`src/rtl/mlrr_pkg.sv`:
```
// Package for the multilevel round-robin scheduler.
// Holds the field widths, event and status codes, and the controller/datapath types.
// No dependencies.
package mlrr_pkg;

    // Default sizes for the top-level parameters.
    localparam int TASK_SLOTS_DEF = 64;
    localparam int LEVELS_DEF     = 8;
    localparam int TPL_DEF        = 32;

    // Fixed widths of the port fields.
    localparam int KIND_W   = 2;
    localparam int TREQ_W   = 6;
    localparam int LVLIN_W  = 4;
    localparam int PRIO_W   = 8;
    localparam int TID_W    = 6;
    localparam int STAT_W   = 2;
    localparam int SLICE_W  = 8;
    localparam int SERV_W   = 3;

    // Event kinds carried by an input beat.
    typedef enum logic [1:0] {
        KIND_ALLOC = 2'd0,
        KIND_RUN   = 2'd1,
        KIND_SLEEP = 2'd2,
        KIND_TICK  = 2'd3
    } t_kind;

    // Per-slot task state.
    typedef enum logic [1:0] {
        TS_FREE  = 2'd0,
        TS_ALLOC = 2'd1,
        TS_RUN   = 2'd2
    } t_tstat;

    // Result status codes.
    typedef enum logic [1:0] {
        ST_OK      = 2'd0,
        ST_NO_SLOT = 2'd1,
        ST_FULL    = 2'd2,
        ST_NO_TASK = 2'd3
    } t_res_st;

    // Controller states.
    typedef enum logic [4:0] {
        S_INIT0, S_INIT1, S_IDLE, S_DISPATCH,
        S_ALLOC_RD, S_ALLOC_CK,
        S_T_RD, S_T_CK,
        S_PRE_RD, S_PRE_CK,
        S_RM_RD, S_RM_CK, S_SH_RD, S_SH_WR,
        S_ADD, S_TASK_WB, S_TICK_ADV, S_PICK,
        S_FIN_RD, S_FIN_CK, S_FIN_SL, S_OUT
    } t_state;

    // Datapath commands issued by the controller.
    typedef enum logic [4:0] {
        OP_INIT0, OP_INIT1, OP_IDLE, OP_DISPATCH,
        OP_ALLOC_RD, OP_ALLOC_CK,
        OP_T_RD, OP_T_CK,
        OP_PRE_RD, OP_PRE_CK,
        OP_RM_RD, OP_RM_CK, OP_SH_RD, OP_SH_WR,
        OP_ADD, OP_TASK_WB, OP_TICK_ADV, OP_PICK,
        OP_FIN_RD, OP_FIN_CK, OP_FIN_SL, OP_OUT
    } t_op;

    // Status returned by the datapath to the controller.
    typedef struct packed {
        t_kind kind;
        logic  in_range;
        logic  running;
        logic  lvl_change;
        logic  alloc_done;
        logic  pos_end;
        logic  found;
        logic  swc;
        logic  dirty;
        logic  out_free;
    } t_dp_sts;

endpackage

```
`src/rtl/multilevel_round_robin_scheduler.sv`:
```
// Top level of the multilevel round-robin scheduler.
// Joins mlrr_ctrl and mlrr_dp; uses mlrr_pkg.
//
//  Channel  | Handshake                    | Payload
//  ---------+------------------------------+-------------------------------------------
//  input    | i_in_valid  / o_in_ready     | i_kind, i_task_req, i_level, i_priority_req
//  result   | o_out_valid / i_out_ready    | o_task_id, o_status, o_switch_now,
//           |                              | o_slice_ticks, o_serving_level
//
// One event is handled at a time; each beat in gives exactly one result beat.
// Allocate reads and checks the task table one slot at a time until a slot is free
// or the last slot is checked. Run and sleep walk one level's member list in the
// member memory, with a read and then a check or a write per entry searched or moved.
// After reset the member memory is set up in S_INIT0 and S_INIT1 before o_in_ready rises.
// A stalled result holds in the output register while the next beat is taken.
module multilevel_round_robin_scheduler #(
    parameter int TASK_SLOTS      = mlrr_pkg::TASK_SLOTS_DEF,
    parameter int LEVELS          = mlrr_pkg::LEVELS_DEF,
    parameter int TASKS_PER_LEVEL = mlrr_pkg::TPL_DEF
) (
    input  logic                                i_clk,
    input  logic                                i_rst_n,
    input  logic                                i_in_valid,
    output logic                                o_in_ready,
    input  logic [mlrr_pkg::KIND_W-1:0]         i_kind,
    input  logic [mlrr_pkg::TREQ_W-1:0]         i_task_req,
    input  logic signed [mlrr_pkg::LVLIN_W-1:0] i_level,
    input  logic [mlrr_pkg::PRIO_W-1:0]         i_priority_req,
    output logic                                o_out_valid,
    input  logic                                i_out_ready,
    output logic [mlrr_pkg::TID_W-1:0]          o_task_id,
    output logic [mlrr_pkg::STAT_W-1:0]         o_status,
    output logic                                o_switch_now,
    output logic [mlrr_pkg::SLICE_W-1:0]        o_slice_ticks,
    output logic [mlrr_pkg::SERV_W-1:0]         o_serving_level
);

    mlrr_pkg::t_op     op;
    mlrr_pkg::t_dp_sts sts;
    logic              in_fire;

    // An input beat is taken when the controller is idle.
    assign in_fire = i_in_valid && o_in_ready;

    mlrr_ctrl u_ctrl (
        .i_clk      (i_clk),
        .i_rst_n    (i_rst_n),
        .i_in_valid (i_in_valid),
        .i_sts      (sts),
        .o_in_ready (o_in_ready),
        .o_op       (op)
    );

    mlrr_dp #(
        .TASK_SLOTS (TASK_SLOTS),
        .LEVELS     (LEVELS),
        .TPL        (TASKS_PER_LEVEL)
    ) u_dp (
        .i_clk           (i_clk),
        .i_rst_n         (i_rst_n),
        .i_op            (op),
        .o_sts           (sts),
        .i_in_fire       (in_fire),
        .i_kind          (i_kind),
        .i_task_req      (i_task_req),
        .i_level         (i_level),
        .i_priority_req  (i_priority_req),
        .i_out_ready     (i_out_ready),
        .o_out_valid     (o_out_valid),
        .o_task_id       (o_task_id),
        .o_status        (o_status),
        .o_switch_now    (o_switch_now),
        .o_slice_ticks   (o_slice_ticks),
        .o_serving_level (o_serving_level)
    );

endmodule

```
`src/rtl/mlrr_ctrl.sv`:
```
// Controller state machine of the multilevel round-robin scheduler.
// Sequences the datapath through one event; uses mlrr_pkg.
module mlrr_ctrl (
    input  logic              i_clk,
    input  logic              i_rst_n,
    input  logic              i_in_valid,
    input  mlrr_pkg::t_dp_sts i_sts,
    output logic              o_in_ready,
    output mlrr_pkg::t_op     o_op
);

    mlrr_pkg::t_state r_state;
    mlrr_pkg::t_state n_state;

    // State register.
    always_ff @(posedge i_clk) begin
        if (!i_rst_n) begin
            r_state <= mlrr_pkg::S_INIT0;
        end else begin
            r_state <= n_state;
        end
    end

    // Next-state logic.
    always_comb begin
        n_state = r_state;
        case (r_state)
            mlrr_pkg::S_INIT0: n_state = mlrr_pkg::S_INIT1;
            mlrr_pkg::S_INIT1: n_state = mlrr_pkg::S_IDLE;
            mlrr_pkg::S_IDLE: begin
                if (i_in_valid) n_state = mlrr_pkg::S_DISPATCH;
            end
            mlrr_pkg::S_DISPATCH: begin
                if (i_sts.kind == mlrr_pkg::KIND_ALLOC) begin
                    n_state = mlrr_pkg::S_ALLOC_RD;
                end else if (i_sts.kind == mlrr_pkg::KIND_TICK) begin
                    n_state = mlrr_pkg::S_PRE_RD;
                end else if (i_sts.in_range) begin
                    n_state = mlrr_pkg::S_T_RD;
                end else begin
                    n_state = mlrr_pkg::S_FIN_RD;
                end
            end
            mlrr_pkg::S_ALLOC_RD: n_state = mlrr_pkg::S_ALLOC_CK;
            mlrr_pkg::S_ALLOC_CK: begin
                n_state = i_sts.alloc_done ? mlrr_pkg::S_OUT : mlrr_pkg::S_ALLOC_RD;
            end
            mlrr_pkg::S_T_RD: n_state = mlrr_pkg::S_T_CK;
            mlrr_pkg::S_T_CK: begin
                if (i_sts.kind == mlrr_pkg::KIND_RUN) begin
                    if (i_sts.running && i_sts.lvl_change) begin
                        n_state = mlrr_pkg::S_RM_RD;
                    end else if (i_sts.running) begin
                        n_state = mlrr_pkg::S_TASK_WB;
                    end else begin
                        n_state = mlrr_pkg::S_ADD;
                    end
                end else begin
                    n_state = i_sts.running ? mlrr_pkg::S_PRE_RD : mlrr_pkg::S_FIN_RD;
                end
            end
            mlrr_pkg::S_PRE_RD: n_state = mlrr_pkg::S_PRE_CK;
            mlrr_pkg::S_PRE_CK: begin
                n_state = (i_sts.kind == mlrr_pkg::KIND_TICK) ? mlrr_pkg::S_TICK_ADV
                                                               : mlrr_pkg::S_RM_RD;
            end
            mlrr_pkg::S_RM_RD: begin
                if (!i_sts.pos_end) begin
                    n_state = mlrr_pkg::S_RM_CK;
                end else if (i_sts.kind == mlrr_pkg::KIND_RUN) begin
                    n_state = mlrr_pkg::S_ADD;
                end else begin
                    n_state = mlrr_pkg::S_TASK_WB;
                end
            end
            mlrr_pkg::S_RM_CK: begin
                n_state = i_sts.found ? mlrr_pkg::S_SH_RD : mlrr_pkg::S_RM_RD;
            end
            mlrr_pkg::S_SH_RD: begin
                if (!i_sts.pos_end) begin
                    n_state = mlrr_pkg::S_SH_WR;
                end else if (i_sts.kind == mlrr_pkg::KIND_RUN) begin
                    n_state = mlrr_pkg::S_ADD;
                end else begin
                    n_state = mlrr_pkg::S_TASK_WB;
                end
            end
            mlrr_pkg::S_SH_WR: n_state = mlrr_pkg::S_SH_RD;
            mlrr_pkg::S_ADD:   n_state = mlrr_pkg::S_TASK_WB;
            mlrr_pkg::S_TASK_WB: begin
                if (i_sts.kind == mlrr_pkg::KIND_SLEEP && i_sts.swc) begin
                    n_state = mlrr_pkg::S_PICK;
                end else begin
                    n_state = mlrr_pkg::S_FIN_RD;
                end
            end
            mlrr_pkg::S_TICK_ADV: begin
                n_state = i_sts.dirty ? mlrr_pkg::S_PICK : mlrr_pkg::S_FIN_RD;
            end
            mlrr_pkg::S_PICK:   n_state = mlrr_pkg::S_FIN_RD;
            mlrr_pkg::S_FIN_RD: n_state = mlrr_pkg::S_FIN_CK;
            mlrr_pkg::S_FIN_CK: n_state = mlrr_pkg::S_FIN_SL;
            mlrr_pkg::S_FIN_SL: n_state = mlrr_pkg::S_OUT;
            mlrr_pkg::S_OUT: begin
                if (i_sts.out_free) n_state = mlrr_pkg::S_IDLE;
            end
            default: n_state = mlrr_pkg::S_IDLE;
        endcase
    end

    // Command decode.
    always_comb begin
        o_in_ready = 1'b0;
        o_op       = mlrr_pkg::OP_IDLE;
        case (r_state)
            mlrr_pkg::S_INIT0:    o_op = mlrr_pkg::OP_INIT0;
            mlrr_pkg::S_INIT1:    o_op = mlrr_pkg::OP_INIT1;
            mlrr_pkg::S_IDLE: begin
                o_op       = mlrr_pkg::OP_IDLE;
                o_in_ready = 1'b1;
            end
            mlrr_pkg::S_DISPATCH: o_op = mlrr_pkg::OP_DISPATCH;
            mlrr_pkg::S_ALLOC_RD: o_op = mlrr_pkg::OP_ALLOC_RD;
            mlrr_pkg::S_ALLOC_CK: o_op = mlrr_pkg::OP_ALLOC_CK;
            mlrr_pkg::S_T_RD:     o_op = mlrr_pkg::OP_T_RD;
            mlrr_pkg::S_T_CK:     o_op = mlrr_pkg::OP_T_CK;
            mlrr_pkg::S_PRE_RD:   o_op = mlrr_pkg::OP_PRE_RD;
            mlrr_pkg::S_PRE_CK:   o_op = mlrr_pkg::OP_PRE_CK;
            mlrr_pkg::S_RM_RD:    o_op = mlrr_pkg::OP_RM_RD;
            mlrr_pkg::S_RM_CK:    o_op = mlrr_pkg::OP_RM_CK;
            mlrr_pkg::S_SH_RD:    o_op = mlrr_pkg::OP_SH_RD;
            mlrr_pkg::S_SH_WR:    o_op = mlrr_pkg::OP_SH_WR;
            mlrr_pkg::S_ADD:      o_op = mlrr_pkg::OP_ADD;
            mlrr_pkg::S_TASK_WB:  o_op = mlrr_pkg::OP_TASK_WB;
            mlrr_pkg::S_TICK_ADV: o_op = mlrr_pkg::OP_TICK_ADV;
            mlrr_pkg::S_PICK:     o_op = mlrr_pkg::OP_PICK;
            mlrr_pkg::S_FIN_RD:   o_op = mlrr_pkg::OP_FIN_RD;
            mlrr_pkg::S_FIN_CK:   o_op = mlrr_pkg::OP_FIN_CK;
            mlrr_pkg::S_FIN_SL:   o_op = mlrr_pkg::OP_FIN_SL;
            mlrr_pkg::S_OUT:      o_op = mlrr_pkg::OP_OUT;
            default:              o_op = mlrr_pkg::OP_IDLE;
        endcase
    end

    // An accepted beat is always followed by a dispatch.
    assert property (@(posedge i_clk) disable iff (!i_rst_n)
        (r_state == mlrr_pkg::S_IDLE && i_in_valid) |=> (r_state == mlrr_pkg::S_DISPATCH))
        else $error("Accepted beat was not dispatched.");

    // The result stage is left only when the output register can take the beat.
    assert property (@(posedge i_clk) disable iff (!i_rst_n)
        (r_state == mlrr_pkg::S_OUT && !i_sts.out_free) |=> (r_state == mlrr_pkg::S_OUT))
        else $error("Result stage left while output was blocked.");

    // Input ready is raised only while the controller is idle.
    assert property (@(posedge i_clk) disable iff (!i_rst_n)
        o_in_ready |-> (r_state == mlrr_pkg::S_IDLE))
        else $error("Input ready raised outside the idle state.");

endmodule

```
`src/rtl/mlrr_dp.sv`:
```
// Datapath of the multilevel round-robin scheduler: task table, level member
// memory, per-level counts and cursors, and the output register. Uses mlrr_pkg.
module mlrr_dp #(
    parameter int TASK_SLOTS = mlrr_pkg::TASK_SLOTS_DEF,
    parameter int LEVELS     = mlrr_pkg::LEVELS_DEF,
    parameter int TPL        = mlrr_pkg::TPL_DEF
) (
    input  logic                               i_clk,
    input  logic                               i_rst_n,
    input  mlrr_pkg::t_op                      i_op,
    output mlrr_pkg::t_dp_sts                  o_sts,
    input  logic                               i_in_fire,
    input  logic [mlrr_pkg::KIND_W-1:0]        i_kind,
    input  logic [mlrr_pkg::TREQ_W-1:0]        i_task_req,
    input  logic signed [mlrr_pkg::LVLIN_W-1:0] i_level,
    input  logic [mlrr_pkg::PRIO_W-1:0]        i_priority_req,
    input  logic                               i_out_ready,
    output logic                               o_out_valid,
    output logic [mlrr_pkg::TID_W-1:0]         o_task_id,
    output logic [mlrr_pkg::STAT_W-1:0]        o_status,
    output logic                               o_switch_now,
    output logic [mlrr_pkg::SLICE_W-1:0]       o_slice_ticks,
    output logic [mlrr_pkg::SERV_W-1:0]        o_serving_level
);

    localparam int TW  = $clog2(TASK_SLOTS);
    localparam int LW  = $clog2(LEVELS);
    localparam int PW  = $clog2(TPL);
    localparam int CW  = $clog2(TPL + 1);
    localparam int MD  = LEVELS * TPL;
    localparam int MW  = $clog2(MD);
    localparam int SW  = mlrr_pkg::SLICE_W;
    localparam int TEW = 2 + LW + SW;

    // Latched input beat.
    mlrr_pkg::t_kind             r_kind;
    logic [mlrr_pkg::TREQ_W-1:0] r_treq;
    logic [mlrr_pkg::LVLIN_W-1:0] r_lv;
    logic [mlrr_pkg::PRIO_W-1:0] r_pr;

    // Task table: status, level and slice per slot.
    logic [TEW-1:0]        r_tmem [TASK_SLOTS];
    logic [TASK_SLOTS-1:0] r_tvld;
    logic [TEW-1:0]        r_trd;
    logic                  r_trd_vld;
    logic [TW-1:0]         r_trd_addr;

    // Level member lists.
    logic [TW-1:0] r_mmem [MD];
    logic [TW-1:0] r_mrd;

    // Per-level control state.
    logic [CW-1:0] r_cnt [LEVELS];
    logic [PW-1:0] r_cur [LEVELS];
    logic [LW-1:0] r_serv;
    logic          r_dirty;

    // Working registers for one event.
    logic [TW-1:0] r_ai;
    logic [CW-1:0] r_pi;
    logic [1:0]    r_tstat;
    logic [LW-1:0] r_tlvl;
    logic [SW-1:0] r_tslice;
    logic [LW-1:0] r_tgt;
    logic [LW-1:0] r_lvl;
    logic          r_phas;
    logic [TW-1:0] r_pcur;
    logic          r_has;
    logic [TW-1:0] r_ncur;
    logic          r_swc;
    logic [1:0]    r_st;

    // Staged result and output register.
    logic [mlrr_pkg::TID_W-1:0]   r_res_id;
    logic [1:0]                   r_res_st;
    logic                         r_res_sw;
    logic [SW-1:0]                r_res_sl;
    logic [mlrr_pkg::SERV_W-1:0]  r_res_serv;
    logic                         r_out_valid;
    logic [mlrr_pkg::TID_W-1:0]   r_out_id;
    logic [1:0]                   r_out_st;
    logic                         r_out_sw;
    logic [SW-1:0]                r_out_sl;
    logic [mlrr_pkg::SERV_W-1:0]  r_out_serv;

    logic [TW-1:0]  t_idx;
    logic           in_range;
    logic [TEW-1:0] trst;
    logic [TEW-1:0] tinfo;
    logic [1:0]     ti_stat;
    logic [LW-1:0]  ti_lvl;
    logic [SW-1:0]  ti_slice;
    logic [LW-1:0]  tgt;
    logic [LW-1:0]  lsel;
    logic [CW-1:0]  cnt_s;
    logic [PW-1:0]  cur_s;
    logic [PW-1:0]  cur_pos;
    logic [MW-1:0]  mra;
    logic           mwe;
    logic [MW-1:0]  mwa;
    logic [TW-1:0]  mwd;
    logic [TW-1:0]  tra;
    logic           twe;
    logic [TW-1:0]  twa;
    logic [TEW-1:0] twd;
    logic           alloc_free;
    logic           alloc_last;
    logic           found;
    logic           pos_end;
    logic           full;
    logic           swc;
    logic           out_free;
    logic [LW-1:0]  first_lvl;
    logic [CW-1:0]  rm_n;
    logic [PW-1:0]  rm_cur;
    logic [CW-1:0]  tk_c1;
    logic [PW-1:0]  tk_cur;
    logic           cnt_over;
    logic           cur_bad;
    logic           any_nz;

    function automatic logic [MW-1:0] f_maddr(input logic [LW-1:0] l, input logic [CW-1:0] p);
        return MW'(32'(l) * TPL + 32'(p));
    endfunction

    // Decode of the latched request.
    assign t_idx    = TW'(r_treq);
    assign in_range = (32'(r_treq) < TASK_SLOTS);

    // Task table read, with reset contents for slots never written.
    always_comb begin
        trst = '0;
        if (32'(r_trd_addr) == 0) begin
            trst = {mlrr_pkg::TS_RUN, LW'(0), SW'(2)};
        end else if (32'(r_trd_addr) == 1) begin
            trst = {mlrr_pkg::TS_RUN, LW'(LEVELS - 1), SW'(1)};
        end
    end
    assign tinfo    = r_trd_vld ? r_trd : trst;
    assign ti_stat  = tinfo[TEW-1 -: 2];
    assign ti_lvl   = tinfo[SW +: LW];
    assign ti_slice = tinfo[SW-1:0];

    // Target level of a run request.
    always_comb begin
        if (r_lv[3]) begin
            tgt = ti_lvl;
        end else if (32'(r_lv[2:0]) >= LEVELS) begin
            tgt = LW'(LEVELS - 1);
        end else begin
            tgt = LW'(r_lv[2:0]);
        end
    end

    // Single level select for count and cursor reads.
    always_comb begin
        case (i_op)
            mlrr_pkg::OP_RM_RD, mlrr_pkg::OP_RM_CK,
            mlrr_pkg::OP_SH_RD, mlrr_pkg::OP_SH_WR: lsel = r_lvl;
            mlrr_pkg::OP_ADD:                      lsel = r_tgt;
            default:                               lsel = r_serv;
        endcase
    end
    assign cnt_s   = r_cnt[lsel];
    assign cur_s   = r_cur[lsel];
    assign cur_pos = (CW'(cur_s) >= cnt_s) ? '0 : cur_s;

    // Checks used by the controller.
    assign alloc_free = (ti_stat == mlrr_pkg::TS_FREE);
    assign alloc_last = (32'(r_ai) == TASK_SLOTS - 1);
    assign found      = (r_mrd == t_idx);
    assign pos_end    = (r_pi >= cnt_s);
    assign full       = (cnt_s >= CW'(TPL));
    assign swc        = r_phas && (r_pcur == t_idx);
    assign out_free   = !r_out_valid || i_out_ready;

    // First level with members.
    always_comb begin
        first_lvl = '0;
        for (int i = LEVELS - 1; i >= 0; i--) begin
            if (r_cnt[i] != '0) first_lvl = LW'(i);
        end
    end

    // Cursor after a removal at position r_pi.
    always_comb begin
        rm_n   = cnt_s - CW'(1);
        rm_cur = cur_s;
        if (r_pi < CW'(cur_s)) rm_cur = cur_s - PW'(1);
        if (CW'(rm_cur) >= rm_n) rm_cur = '0;
    end

    // Cursor after a timer tick.
    always_comb begin
        tk_c1  = CW'(cur_s) + CW'(1);
        tk_cur = '0;
        if (cnt_s != '0 && tk_c1 < cnt_s) tk_cur = PW'(tk_c1);
    end

    // Member memory addressing.
    always_comb begin
        case (i_op)
            mlrr_pkg::OP_PRE_RD, mlrr_pkg::OP_FIN_RD: mra = f_maddr(r_serv, CW'(cur_pos));
            mlrr_pkg::OP_SH_RD: mra = f_maddr(r_lvl, r_pi + CW'(1));
            default:            mra = f_maddr(r_lvl, r_pi);
        endcase
        mwe = 1'b0;
        mwa = f_maddr(r_lvl, r_pi);
        mwd = r_mrd;
        case (i_op)
            mlrr_pkg::OP_INIT0: begin
                mwe = 1'b1;
                mwa = f_maddr(LW'(0), CW'(0));
                mwd = TW'(0);
            end
            mlrr_pkg::OP_INIT1: begin
                mwe = 1'b1;
                mwa = f_maddr(LW'(LEVELS - 1), CW'(0));
                mwd = TW'(1);
            end
            mlrr_pkg::OP_SH_WR: mwe = 1'b1;
            mlrr_pkg::OP_ADD: begin
                mwe = !full;
                mwa = f_maddr(r_tgt, cnt_s);
                mwd = t_idx;
            end
            default: mwe = 1'b0;
        endcase
    end

    // Task table addressing.
    always_comb begin
        case (i_op)
            mlrr_pkg::OP_T_RD:  tra = t_idx;
            mlrr_pkg::OP_FIN_CK: tra = r_mrd;
            default:            tra = r_ai;
        endcase
        twe = 1'b0;
        twa = t_idx;
        twd = {r_tstat, r_tlvl, r_tslice};
        case (i_op)
            mlrr_pkg::OP_ALLOC_CK: begin
                twe = alloc_free;
                twa = r_ai;
                twd = {mlrr_pkg::TS_ALLOC, ti_lvl, ti_slice};
            end
            mlrr_pkg::OP_TASK_WB: twe = 1'b1;
            default:             twe = 1'b0;
        endcase
    end

    // Memories.
    always_ff @(posedge i_clk) begin
        if (twe) r_tmem[twa] <= twd;
        r_trd      <= r_tmem[tra];
        r_trd_addr <= tra;
        if (mwe) r_mmem[mwa] <= mwd;
        r_mrd <= r_mmem[mra];
    end

    // Control state: valid bits, level counts, cursors, serving level, output.
    always_ff @(posedge i_clk) begin
        if (!i_rst_n) begin
            r_tvld      <= '0;
            r_trd_vld   <= 1'b0;
            r_serv      <= '0;
            r_dirty     <= 1'b1;
            r_out_valid <= 1'b0;
            for (int i = 0; i < LEVELS; i++) begin
                r_cnt[i] <= (i == 0 || i == LEVELS - 1) ? CW'(1) : CW'(0);
                r_cur[i] <= '0;
            end
        end else begin
            r_trd_vld <= r_tvld[tra];
            if (twe) r_tvld[twa] <= 1'b1;
            case (i_op)
                mlrr_pkg::OP_RM_CK: begin
                    if (found) begin
                        r_cnt[lsel] <= rm_n;
                        r_cur[lsel] <= rm_cur;
                    end
                end
                mlrr_pkg::OP_ADD: begin
                    if (!full) r_cnt[lsel] <= cnt_s + CW'(1);
                end
                mlrr_pkg::OP_TASK_WB: begin
                    if (r_kind == mlrr_pkg::KIND_RUN) r_dirty <= 1'b1;
                end
                mlrr_pkg::OP_TICK_ADV: r_cur[lsel] <= tk_cur;
                mlrr_pkg::OP_PICK: begin
                    r_serv  <= first_lvl;
                    r_dirty <= 1'b0;
                end
                default: ;
            endcase
            if (i_op == mlrr_pkg::OP_OUT && out_free) begin
                r_out_valid <= 1'b1;
            end else if (i_out_ready) begin
                r_out_valid <= 1'b0;
            end
        end
    end

    // Working registers of the event in flight.
    always_ff @(posedge i_clk) begin
        if (i_in_fire) begin
            r_kind <= mlrr_pkg::t_kind'(i_kind);
            r_treq <= i_task_req;
            r_lv   <= i_level;
            r_pr   <= i_priority_req;
        end
        case (i_op)
            mlrr_pkg::OP_DISPATCH: begin
                r_ai  <= '0;
                r_st  <= mlrr_pkg::ST_OK;
                r_swc <= 1'b0;
                r_phas <= 1'b0;
            end
            mlrr_pkg::OP_ALLOC_CK: begin
                r_ai <= r_ai + TW'(1);
                if (alloc_free || alloc_last) begin
                    r_res_id   <= alloc_free ? mlrr_pkg::TID_W'(r_ai) : '0;
                    r_res_st   <= alloc_free ? mlrr_pkg::ST_OK : mlrr_pkg::ST_NO_SLOT;
                    r_res_sw   <= 1'b0;
                    r_res_sl   <= '0;
                    r_res_serv <= mlrr_pkg::SERV_W'(r_serv);
                end
            end
            mlrr_pkg::OP_T_CK: begin
                r_tstat  <= ti_stat;
                r_tlvl   <= ti_lvl;
                r_tslice <= (r_kind == mlrr_pkg::KIND_RUN && r_pr != '0) ? r_pr : ti_slice;
                r_tgt    <= tgt;
                r_lvl    <= ti_lvl;
                r_pi     <= '0;
            end
            mlrr_pkg::OP_PRE_RD: r_phas <= (cnt_s != '0);
            mlrr_pkg::OP_PRE_CK: begin
                r_pcur <= r_mrd;
                r_pi   <= '0;
            end
            mlrr_pkg::OP_RM_RD: r_tstat <= mlrr_pkg::TS_ALLOC;
            mlrr_pkg::OP_RM_CK: begin
                if (!found) r_pi <= r_pi + CW'(1);
            end
            mlrr_pkg::OP_SH_WR: r_pi <= r_pi + CW'(1);
            mlrr_pkg::OP_ADD: begin
                r_tlvl <= r_tgt;
                if (full) begin
                    r_st <= mlrr_pkg::ST_FULL;
                end else begin
                    r_tstat <= mlrr_pkg::TS_RUN;
                end
            end
            mlrr_pkg::OP_TASK_WB: r_swc <= swc;
            mlrr_pkg::OP_FIN_RD:  r_has <= (cnt_s != '0);
            mlrr_pkg::OP_FIN_CK:  r_ncur <= r_mrd;
            mlrr_pkg::OP_FIN_SL: begin
                r_res_serv <= mlrr_pkg::SERV_W'(r_serv);
                if (r_has) begin
                    r_res_id <= mlrr_pkg::TID_W'(r_ncur);
                    r_res_sl <= ti_slice;
                    r_res_st <= r_st;
                    if (r_kind == mlrr_pkg::KIND_TICK) begin
                        r_res_sw <= !r_phas || (r_ncur != r_pcur);
                    end else if (r_kind == mlrr_pkg::KIND_SLEEP) begin
                        r_res_sw <= r_swc;
                    end else begin
                        r_res_sw <= 1'b0;
                    end
                end else begin
                    r_res_id <= '0;
                    r_res_sl <= '0;
                    r_res_sw <= 1'b0;
                    r_res_st <= (r_st == mlrr_pkg::ST_OK) ? mlrr_pkg::ST_NO_TASK : r_st;
                end
            end
            mlrr_pkg::OP_OUT: begin
                if (out_free) begin
                    r_out_id   <= r_res_id;
                    r_out_st   <= r_res_st;
                    r_out_sw   <= r_res_sw;
                    r_out_sl   <= r_res_sl;
                    r_out_serv <= r_res_serv;
                end
            end
            default: ;
        endcase
    end

    // Status toward the controller.
    always_comb begin
        o_sts.kind       = r_kind;
        o_sts.in_range   = in_range;
        o_sts.running    = (ti_stat == mlrr_pkg::TS_RUN);
        o_sts.lvl_change = (ti_lvl != tgt);
        o_sts.alloc_done = alloc_free || alloc_last;
        o_sts.pos_end    = pos_end;
        o_sts.found      = found;
        o_sts.swc        = swc;
        o_sts.dirty      = r_dirty;
        o_sts.out_free   = out_free;
    end

    assign o_out_valid     = r_out_valid;
    assign o_task_id       = r_out_id;
    assign o_status        = r_out_st;
    assign o_switch_now    = r_out_sw;
    assign o_slice_ticks   = r_out_sl;
    assign o_serving_level = r_out_serv;

    // Invariants over all levels.
    always_comb begin
        cnt_over = 1'b0;
        cur_bad  = 1'b0;
        any_nz   = 1'b0;
        for (int i = 0; i < LEVELS; i++) begin
            if (r_cnt[i] > CW'(TPL)) cnt_over = 1'b1;
            if (r_cur[i] != '0 && CW'(r_cur[i]) >= r_cnt[i]) cur_bad = 1'b1;
            if (r_cnt[i] != '0) any_nz = 1'b1;
        end
    end

    // No level ever holds more members than a list can store.
    assert property (@(posedge i_clk) disable iff (!i_rst_n) !cnt_over)
        else $error("Level member count exceeds list capacity.");

    // A cursor always points inside its list, or rests at zero.
    assert property (@(posedge i_clk) disable iff (!i_rst_n) !cur_bad)
        else $error("Level cursor outside its member list.");

    // After a level pick, the serving level has members unless all levels are empty.
    assert property (@(posedge i_clk) disable iff (!i_rst_n)
        (i_op == mlrr_pkg::OP_PICK) |=> (r_cnt[r_serv] != '0 || !any_nz))
        else $error("Picked serving level has no members.");

endmodule
```
`config.mk`:
```
export PLATFORM = sky130hd
export DESIGN_NAME = multilevel_round_robin_scheduler
export DESIGN_NICKNAME = d
export VERILOG_FILES = /design/src/rtl/mlrr_pkg.sv /design/src/rtl/multilevel_round_robin_scheduler.sv /design/src/rtl/mlrr_ctrl.sv /design/src/rtl/mlrr_dp.sv
export SDC_FILE = /design/constraint.sdc
export NUM_CORES = 2
export LEC_CHECK = 0
export BUFFER_PORTS_ARGS = -buffer_cell sky130_fd_sc_hd__buf_2
export CAP_MARGIN = 10
export CORE_MARGIN = 3
export CORE_UTILIZATION = 25
export CTS_CLUSTER_DIAMETER = 40
export DETAILED_ROUTE_END_ITERATION = 6
export GPL_TIMING_DRIVEN = 1
export HOLD_SLACK_MARGIN = 0.12
export PLACE_DENSITY = 0.42
export SYNTH_ARGS = -nofsm -noshare
export SYNTH_HDL_FRONTEND = slang
export SYNTH_SLANG_ARGS = --single-unit
```
`constraint.sdc`:
```
create_clock -name i_clk -period 26.4 [get_ports i_clk]
set_input_delay 3.96 -clock i_clk [delete_from_list [all_inputs] [get_ports i_clk]]
set_output_delay 3.96 -clock i_clk [all_outputs]
set_load 0.005 [all_outputs]
```
* Word-level counts from Yosys, hierarchy flattened
Memory sizes are Yosys's and may differ from the RTL's. A register that Yosys moved wholly into a read port is not among the register bits. Cells that the tools add are included.
Operators by class: $add $sub $neg 10, multiply operators 0, divide/modulo/power cells 0, magnitude comparators 9, equal/unequal tests 57, shift-type cells 0, muxes and demuxes 106, bitwise logic cells 3, reductions and logical operators 53
Operators by type and width (count):
- case mux 5 bit (21 select lines) | 2
- == test 5 x 4 -> 1 bit, second input constant | 16
- two-way mux 5 bit | 16
- bitwise OR 64 bit | 1
- == test 5 bit, second input constant | 12
- nonzero test 6 bit | 9
- two-way mux 13 bit | 4
- two-way mux 6 bit | 7
- two-way mux 3 bit | 13
- case mux 6 bit (2 select lines) | 3
- case mux 6 bit (3 select lines) | 2
- == test 5 x 3 -> 1 bit, second input constant | 7
- case mux 8 bit (2 select lines) | 2
- two-way mux 1 bit | 31
- adder 8 x 6 -> 8 bit | 3
- two-way mux 8 bit | 3
- case mux 8 bit (3 select lines) | 1
- adder 6 x 1 -> 6 bit, second input constant | 3
- case mux 3 bit (2 select lines) | 3
- nonzero test 2 bit | 8
- == test 5 x 2 -> 1 bit, second input constant | 3
- < comparator 6 x 7 -> 1 bit, second input constant | 2
- two-way mux 2 bit | 7
- AND reduction 2 bit | 7
- other kinds (40) | 73
Storage, ports and cells: register bits after elaboration 189, latch bits 0, bits in writable memories 2456, bits in read-only memories 0, bits of input ports 24, output and inout bits 22, logic and storage cells 276, memories 4
Memory list:
- u_dp.r_mmem | words 256, bits a word 6, read ports 1, clocked after memory_dff 1, wr ports 1, RTL line mlrr_dp.sv:49 | logic [TW-1:0] r_mmem [MD];
- u_dp.r_tmem | words 64, bits a word 13, read ports 1, clocked after memory_dff 1, wr ports 1, RTL line mlrr_dp.sv:42 | logic [TEW-1:0] r_tmem [TASK_SLOTS];
- u_dp.r_cnt | words 8, bits a word 6, read ports 9, clocked after memory_dff 0, wr ports 8, RTL line mlrr_dp.sv:53 | logic [CW-1:0] r_cnt [LEVELS];
- u_dp.r_cur | words 8, bits a word 5, read ports 1, clocked after memory_dff 0, wr ports 8, RTL line mlrr_dp.sv:54 | logic [PW-1:0] r_cur [LEVELS];

* Depth between registers and ports, before layout
An unclocked memory read counts as a cell.
word-level depth 14, mapped depth 30, mapped depth without buffers 21

* By module
A second synthesis with hierarchy kept.
Unflattened totals: cell total of the unflattened synthesis 8475, area total of the unflattened synthesis 109754.0 µm²
Modules (own cells, without submodules):
- mlrr_dp | times used 1, cells an instance 8365, area an instance 109012.1 µm², seq. area each 78865.6 µm²
- mlrr_ctrl | times used 1, cells an instance 109, area an instance 735.7 µm², seq. area each 100.1 µm²
- multilevel_round_robin_scheduler | times used 1, cells an instance 1, area an instance 6.3 µm², seq. area each 0.0 µm²

* Worst setup path after synthesis
OpenSTA, ideal clock, no wires.
path type reg-to-reg, start reg u_ctrl.r_state[0], end mem u_dp.r_mmem[0][0] in the netlist's numbering (data pin), setup time 2.187 ns, arrival 11.082 ns, data required time 24.213 ns, path slack 13.131 ns, cell stages (with the launch flop) 6, path buffers 2, period minus slack after synthesis 13.269 ns, cells stage by stage dfxtp_1 -> buf_2 -> clkbuf_1 -> nor2b_1 -> a22oi_1 -> o21ai_0
On the way: word-level cells in the longest chain between the ends 4, elaborated cells on any way between the ends 26, those cells by class 22 x eq/ne; 2 x mux; 2 x reduce/logical
Ends and longest elaborated chain:
- from (decl) | RTL line mlrr_ctrl.sv:12 | mlrr_pkg::t_state r_state;
- from (signal assigned) | RTL line mlrr_ctrl.sv:18 | r_state <= mlrr_pkg::S_INIT0;
- from (signal assigned) | RTL line mlrr_ctrl.sv:20 | r_state <= n_state;
- == test 5 bit, or another cell as far along | RTL line mlrr_ctrl.sv:115 | case (r_state)
- case mux 5 bit (21 select lines) (*) | RTL line mlrr_ctrl.sv:115
- == test 5 x 4 -> 1 bit, or another cell as far along | RTL line mlrr_dp.sv:210 | case (i_op)
- case mux 6 bit (3 select lines) (*) | RTL line mlrr_dp.sv:210
- via u_dp.mwd[0] | RTL line mlrr_dp.sv:101 | logic [TW-1:0] mwd;
- to (decl) | RTL line mlrr_dp.sv:49
Mark *: on every way through the listed nets, which the timed path passes. The rest lies on a longest branch.

* Worst setup path in the final report
start reg u_ctrl.r_state[3], end reg u_dp.r_mrd[3] (read register of u_dp.r_mmem)
On the way: word-level cells in the longest chain between the ends 10, elaborated cells on any way between the ends 38, those cells by class 1 x add/sub; 1 x order compare; 27 x eq/ne; 4 x mux; 3 x reduce/logical; 2 x memory
Ends and longest elaborated chain:
- == test 5 bit, or another cell as far along | RTL line mlrr_ctrl.sv:115
- case mux 5 bit (21 select lines) (*) | RTL line mlrr_ctrl.sv:115
- == test 5 x 4 -> 1 bit, on equally long branches | RTL line mlrr_dp.sv:157, mlrr_dp.sv:202
- OR reduction 4 bit | RTL line mlrr_dp.sv:157 | case (i_op)
- case mux 3 bit (2 select lines) | RTL line mlrr_dp.sv:157
- memory read (8 x 5 bit) or memory read (8 x 6 bit) (tied branches)
- >= comparator 5 x 6 -> 1 bit | RTL line mlrr_dp.sv:166 | assign cur_pos = (CW'(cur_s) >= cnt_s) ? '0 : cur_s;
- two-way mux 5 bit | RTL line mlrr_dp.sv:166
- adder 8 x 5 -> 8 bit | RTL line mlrr_dp.sv:123 | return MW'(32'(l) * TPL + 32'(p));
- case mux 8 bit (2 select lines) (*) | RTL line mlrr_dp.sv:202 | case (i_op)
- to (decl) | RTL line mlrr_dp.sv:50 | logic [TW-1:0] r_mrd;
Mark *: on every way between the ends. The rest lies on a longest branch, timed or not. A chain may end at the register's enable or synchronous reset.

==> impl_metrics.csv <==
group,metric,value,unit
detailed_routing,num_vias,70600,
global_routing,antenna_found_initial,15,
floorplan,die-area,443000,µm²
logic_synthesis,synthDistinctLibCells,96,
logic_synthesis,synth_edf_count,2563,
logic_synthesis,synth_area_per_cell,12.8,µm²
logic_synthesis,ys_ff_latch,2663,
global_routing,track_usage,0.154,
pwr,p_int,8.72,mW
logic_synthesis,synthArstFlopShare,0,
pwr,fin_total_pwr,12.4,mW
clock_tree,cts_tree,"done",
setup_path,slowest_stage,"o22a_1",
setup_path,critPathRequiredTime,27.22,ns
global_routing,grt_pass1_vias,69200,
logic_synthesis,ys.flop_type,"edfxtp_1",
clock_tree,htree_levels,5,
floorplan,fp-row-count,241,
layout,area_growth,19.0,%
pwr,clockPowerShare,0.430,
pwr,power_density,96.0,nW/µm²
layout,layout_commonest_cell,"edfxtp_1",
global_routing,grt_pass1_wl,507000,µm
clock_tree,cts_setup_buffers,0,
detailed_routing,drcViolationCount,0,
pwr,ir_worst_vdd,0.0825,mV
sta,tns,0,ns
sta,clock-skew-final,0.0615,ns
sta,min_period,10.12,ns
sta,maxSlewHeadroom,0.0581,
place,port_buffers,45,
detailed_routing,wl,353000,µm
setup_path,crit_chain,"and2b_1, and3_2, o22a_1, nor3_1, o32ai_1, nand2_1, inv_1, ha_1, a21o_1, a21o_1, a21o_1, a21oi_1, o2111ai_4, nand2_4, buf_4, buf_4, buf_4, mux2i_1, a21oi_1, a2111oi_0, nand2_1, nor3_1, nor4_2",
clock_tree,clkLatencyLatePin,0.97,ns
setup_path,cpLargestDelayFamily,"compound AO/OA/AOI/OAI gates",
floorplan,io_pins,46,
sta,setup_viol,0,
logic_synthesis,yosysTopAreaCell,"edfxtp_1",
sta,clock.fmax,98.8,MHz
global_routing,grt_overflow,0,
detailed_routing,detail_route.wl_per_cell,24.2,µm
sta,fin_crit_sh,0.383,
setup_path,cpPeakStageDelay,0.88,ns
setup_path,cp.depth,23,
layout,drive_above_1_share,0.118,
logic_synthesis,postSynthCellCount,8473,
clock_tree,cts_buffers,398,
global_routing,grt_max_degree,185,
pwr,seqPwrFrac,0.412,
setup_path,rr_worst_depth,23,
floorplan,dieWidth,666,µm
floorplan,start_util,0.252,
floorplan,core,432000,µm²
logic_synthesis,postSynthNetCount,8540,
layout,final_cell_mix,"edfxtp_1 (2,563), nand2_1 (1,899), nand3_1 (665), nor2_1 (471), clkbuf_16 (404)",
setup_path,cp.arrival,10.94,ns
layout,final_nets,8585,
pwr,switching_share,0.298,
hold_path,hold_depth,0,
logic_synthesis,synth_warnings,0,
run_status,status,"finished clean",
detailed_routing,ant_nets,0,
setup_path,crit_type,"reg -> reg",
logic_synthesis,synthTopCellsByArea,"edfxtp_1 (71%), nand2_1 (6.6%), nand3_1 (3.1%)",
place,gp_congestion,0.824,
logic_synthesis,ys_seq_area_frac,0.726,
sta,maxSlewViolCount,0,
sta,tightestPinTransition,1.40,ns
detailed_routing,viasPerCell,4.85,
detailed_routing,drt_pass1_iterations,6,
sta,rsz0062_at_grt,"no",
logic_synthesis,netlist_area,109000,µm²
clock_tree,clock-sinks,2663,
pwr,switchingPower,3.71,mW
floorplan,die_h,666,µm
place,place_hpwl,205000,µm
flow_run,drv_cap,0,
clock_tree,post_cts_resized,0,
setup_path,worstSetupEndpointType,"flip-flop",
detailed_routing,drt_iter0_markers,7227,
setup_path,cp-start-kind,"flip-flop",
clock_tree,cts_root_buffer,"clkbuf_16",
clock_tree,ctsHoldBuffers,0,
pwr,p_comb_frac,0.158,
clock_tree,cts.clk_slew.worst_paths,0.05,ns
clock_tree,cts_max_path_buffers,4,
setup_path,crit_buf_inv,4,
hold_path,holdCritPathClass,"reg -> reg",
pwr,p_leak,43.4,nW
sta,hold_violations,0,
logic_synthesis,synth.top_cell.area_share,0.708,
setup_path,critPathMaxFanout,83,
cell usage after synthesis (6+ instances only):
cell and count:
a311oi_1 156, nand2b_1 19, o21a_1 75, mux2i_1 121, nand2_1 1908, o211ai_1 8, clkbuf_1 395, and2_1 18
o31ai_1 8, nor3_1 65, inv_1 33, a21o_1 14, nand3_1 667, o21ai_0 118, o21ai_1 11, nor2b_1 23
a21oi_1 347, xor2_1 19, a31oi_1 128, nand4_1 36, buf_2 125, a221oi_1 11, dfxtp_1 100, buf_4 6
o22ai_1 56, nor2_1 503, buf_1 57, a2111oi_0 8, and3_1 272, a211oi_1 210, a22oi_1 97, edfxtp_1 2563
nor4_1 50, a41oi_1 6, a22o_1 19, mux2_2 7, a32oi_1 18, xnor2_1 28, a211o_1 8, ha_1 43
o2111ai_1 22
flip-flops by register name, summed over array words and instances, names as in the netlist, 8 cells and up:
| register | flops |
|---|---|
| u_dp.r_cnt | 48 |
| u_dp.r_mmem | 1536 |
| u_dp.r_tmem | 832 |
| u_dp.r_tvld | 64 |
| u_dp.r_trd | 13 |
| u_dp.r_res_sl | 8 |
| u_dp.r_pr | 8 |
| u_dp.r_tslice | 8 |
| u_dp.o_slice_ticks | 8 |
| u_dp.r_cur | 40 |
per-layer routing:
metal / part of all wire / up-vias / wire [µm] / GRT usage
met5: 0.000062 / - / 22 / 0
met4: 0.026 / 4 / 9320 / 0.0432
met3: 0.063 / 468 / 22100 / 0.0267
met2: 0.46 / 2265 / 162000 / 0.244
met1: 0.45 / 36000 / 160000 / 0.215
li1: - / 31900 / - / -
cell families (layout without fill, tap and decap cells):
| group | Yosys count | count (layout) | share of synthesized area |
|---|---|---|---|
| and+or+nand+nor | 3603 | 3603 | 0.144 |
| adders and majority gates | 43 | 43 | 0.00495 |
| AOI/OAI and AO/OA | 1361 | 1361 | 0.0850 |
| buffers and inverters | 625 | 1016 | 0.0235 |
| other | 0 | 3 | 0 |
| DFF | 2663 | 2663 | 0.726 |
| muxes | 131 | 131 | 0.0125 |
| xor gates and xnor gates | 47 | 47 | 0.00379 |
worst paths after layout:
path / startpoint / end / slack, ns
worst max-delay path: u_ctrl.r_state[3] / u_dp.r_mrd[3] / 16.28
worst min-delay path: u_dp.r_res_sl[6] / u_dp.o_slice_ticks[6] / 0.41
worst max register to register: u_ctrl.r_state[3] / u_dp.r_mrd[3] / 16.28
worst min register to register: u_dp.r_res_sl[6] / u_dp.o_slice_ticks[6] / 0.41
metrics by stage:
stage	util	instance area [µm²]	hold WS, ns	setup slack [ns]	instances
4_1_cts	0.299	129000	0.416	16.39	14600
5_1_grt	0.299	129000	0.417	15.60	14600
6_report	0.299	129000	0.413	16.28	14600
2_1_floorplan	-	109000	0.400	13.13	8473
3_5_place_dp	0.268	116000	0.405	16.36	13800
3_3_place_gp	0.268	116000	0.406	16.59	13800
worst reg2reg max path, delay by kind of cell (launching register included):
kind | cells | cell delay (ns)
AOI/OAI and AO/OA | 9 | 3.52
DFF | 1 | 0.69
buffers and inverters | 4 | 2.82
muxes | 1 | 0.36
adders and majority gates | 1 | 0.24
and+or+nand+nor | 8 | 2.42
area by class of cell:
| cell class | instances | area [µm²] |
|---|---|---|
| timing repair buffer | 232 | 1770 |
| multi-input combinational | 5185 | 27700 |
| inverter | 38 | 159 |
| fill | 43300 | 303000 |
| clock buffer | 453 | 10400 |
| sequential | 2663 | 79000 |
| tap | 5710 | 7140 |
| antenna | 3 | 7.51 |
| clock inverter | 293 | 3230 |
power by group through the flow:
stage          Combinational, mW  Clock, mW  Sequential (mW)
2_1_floorplan               1.01          0             5.31
3_3_place_gp                1.97          0             5.20
3_5_place_dp                1.99          0             5.20
4_1_cts                     1.99       5.45             5.12
5_1_grt                     2.11       5.64             5.12
6_report                    1.96       5.34             5.12
(Power assumes the default switching activity.)
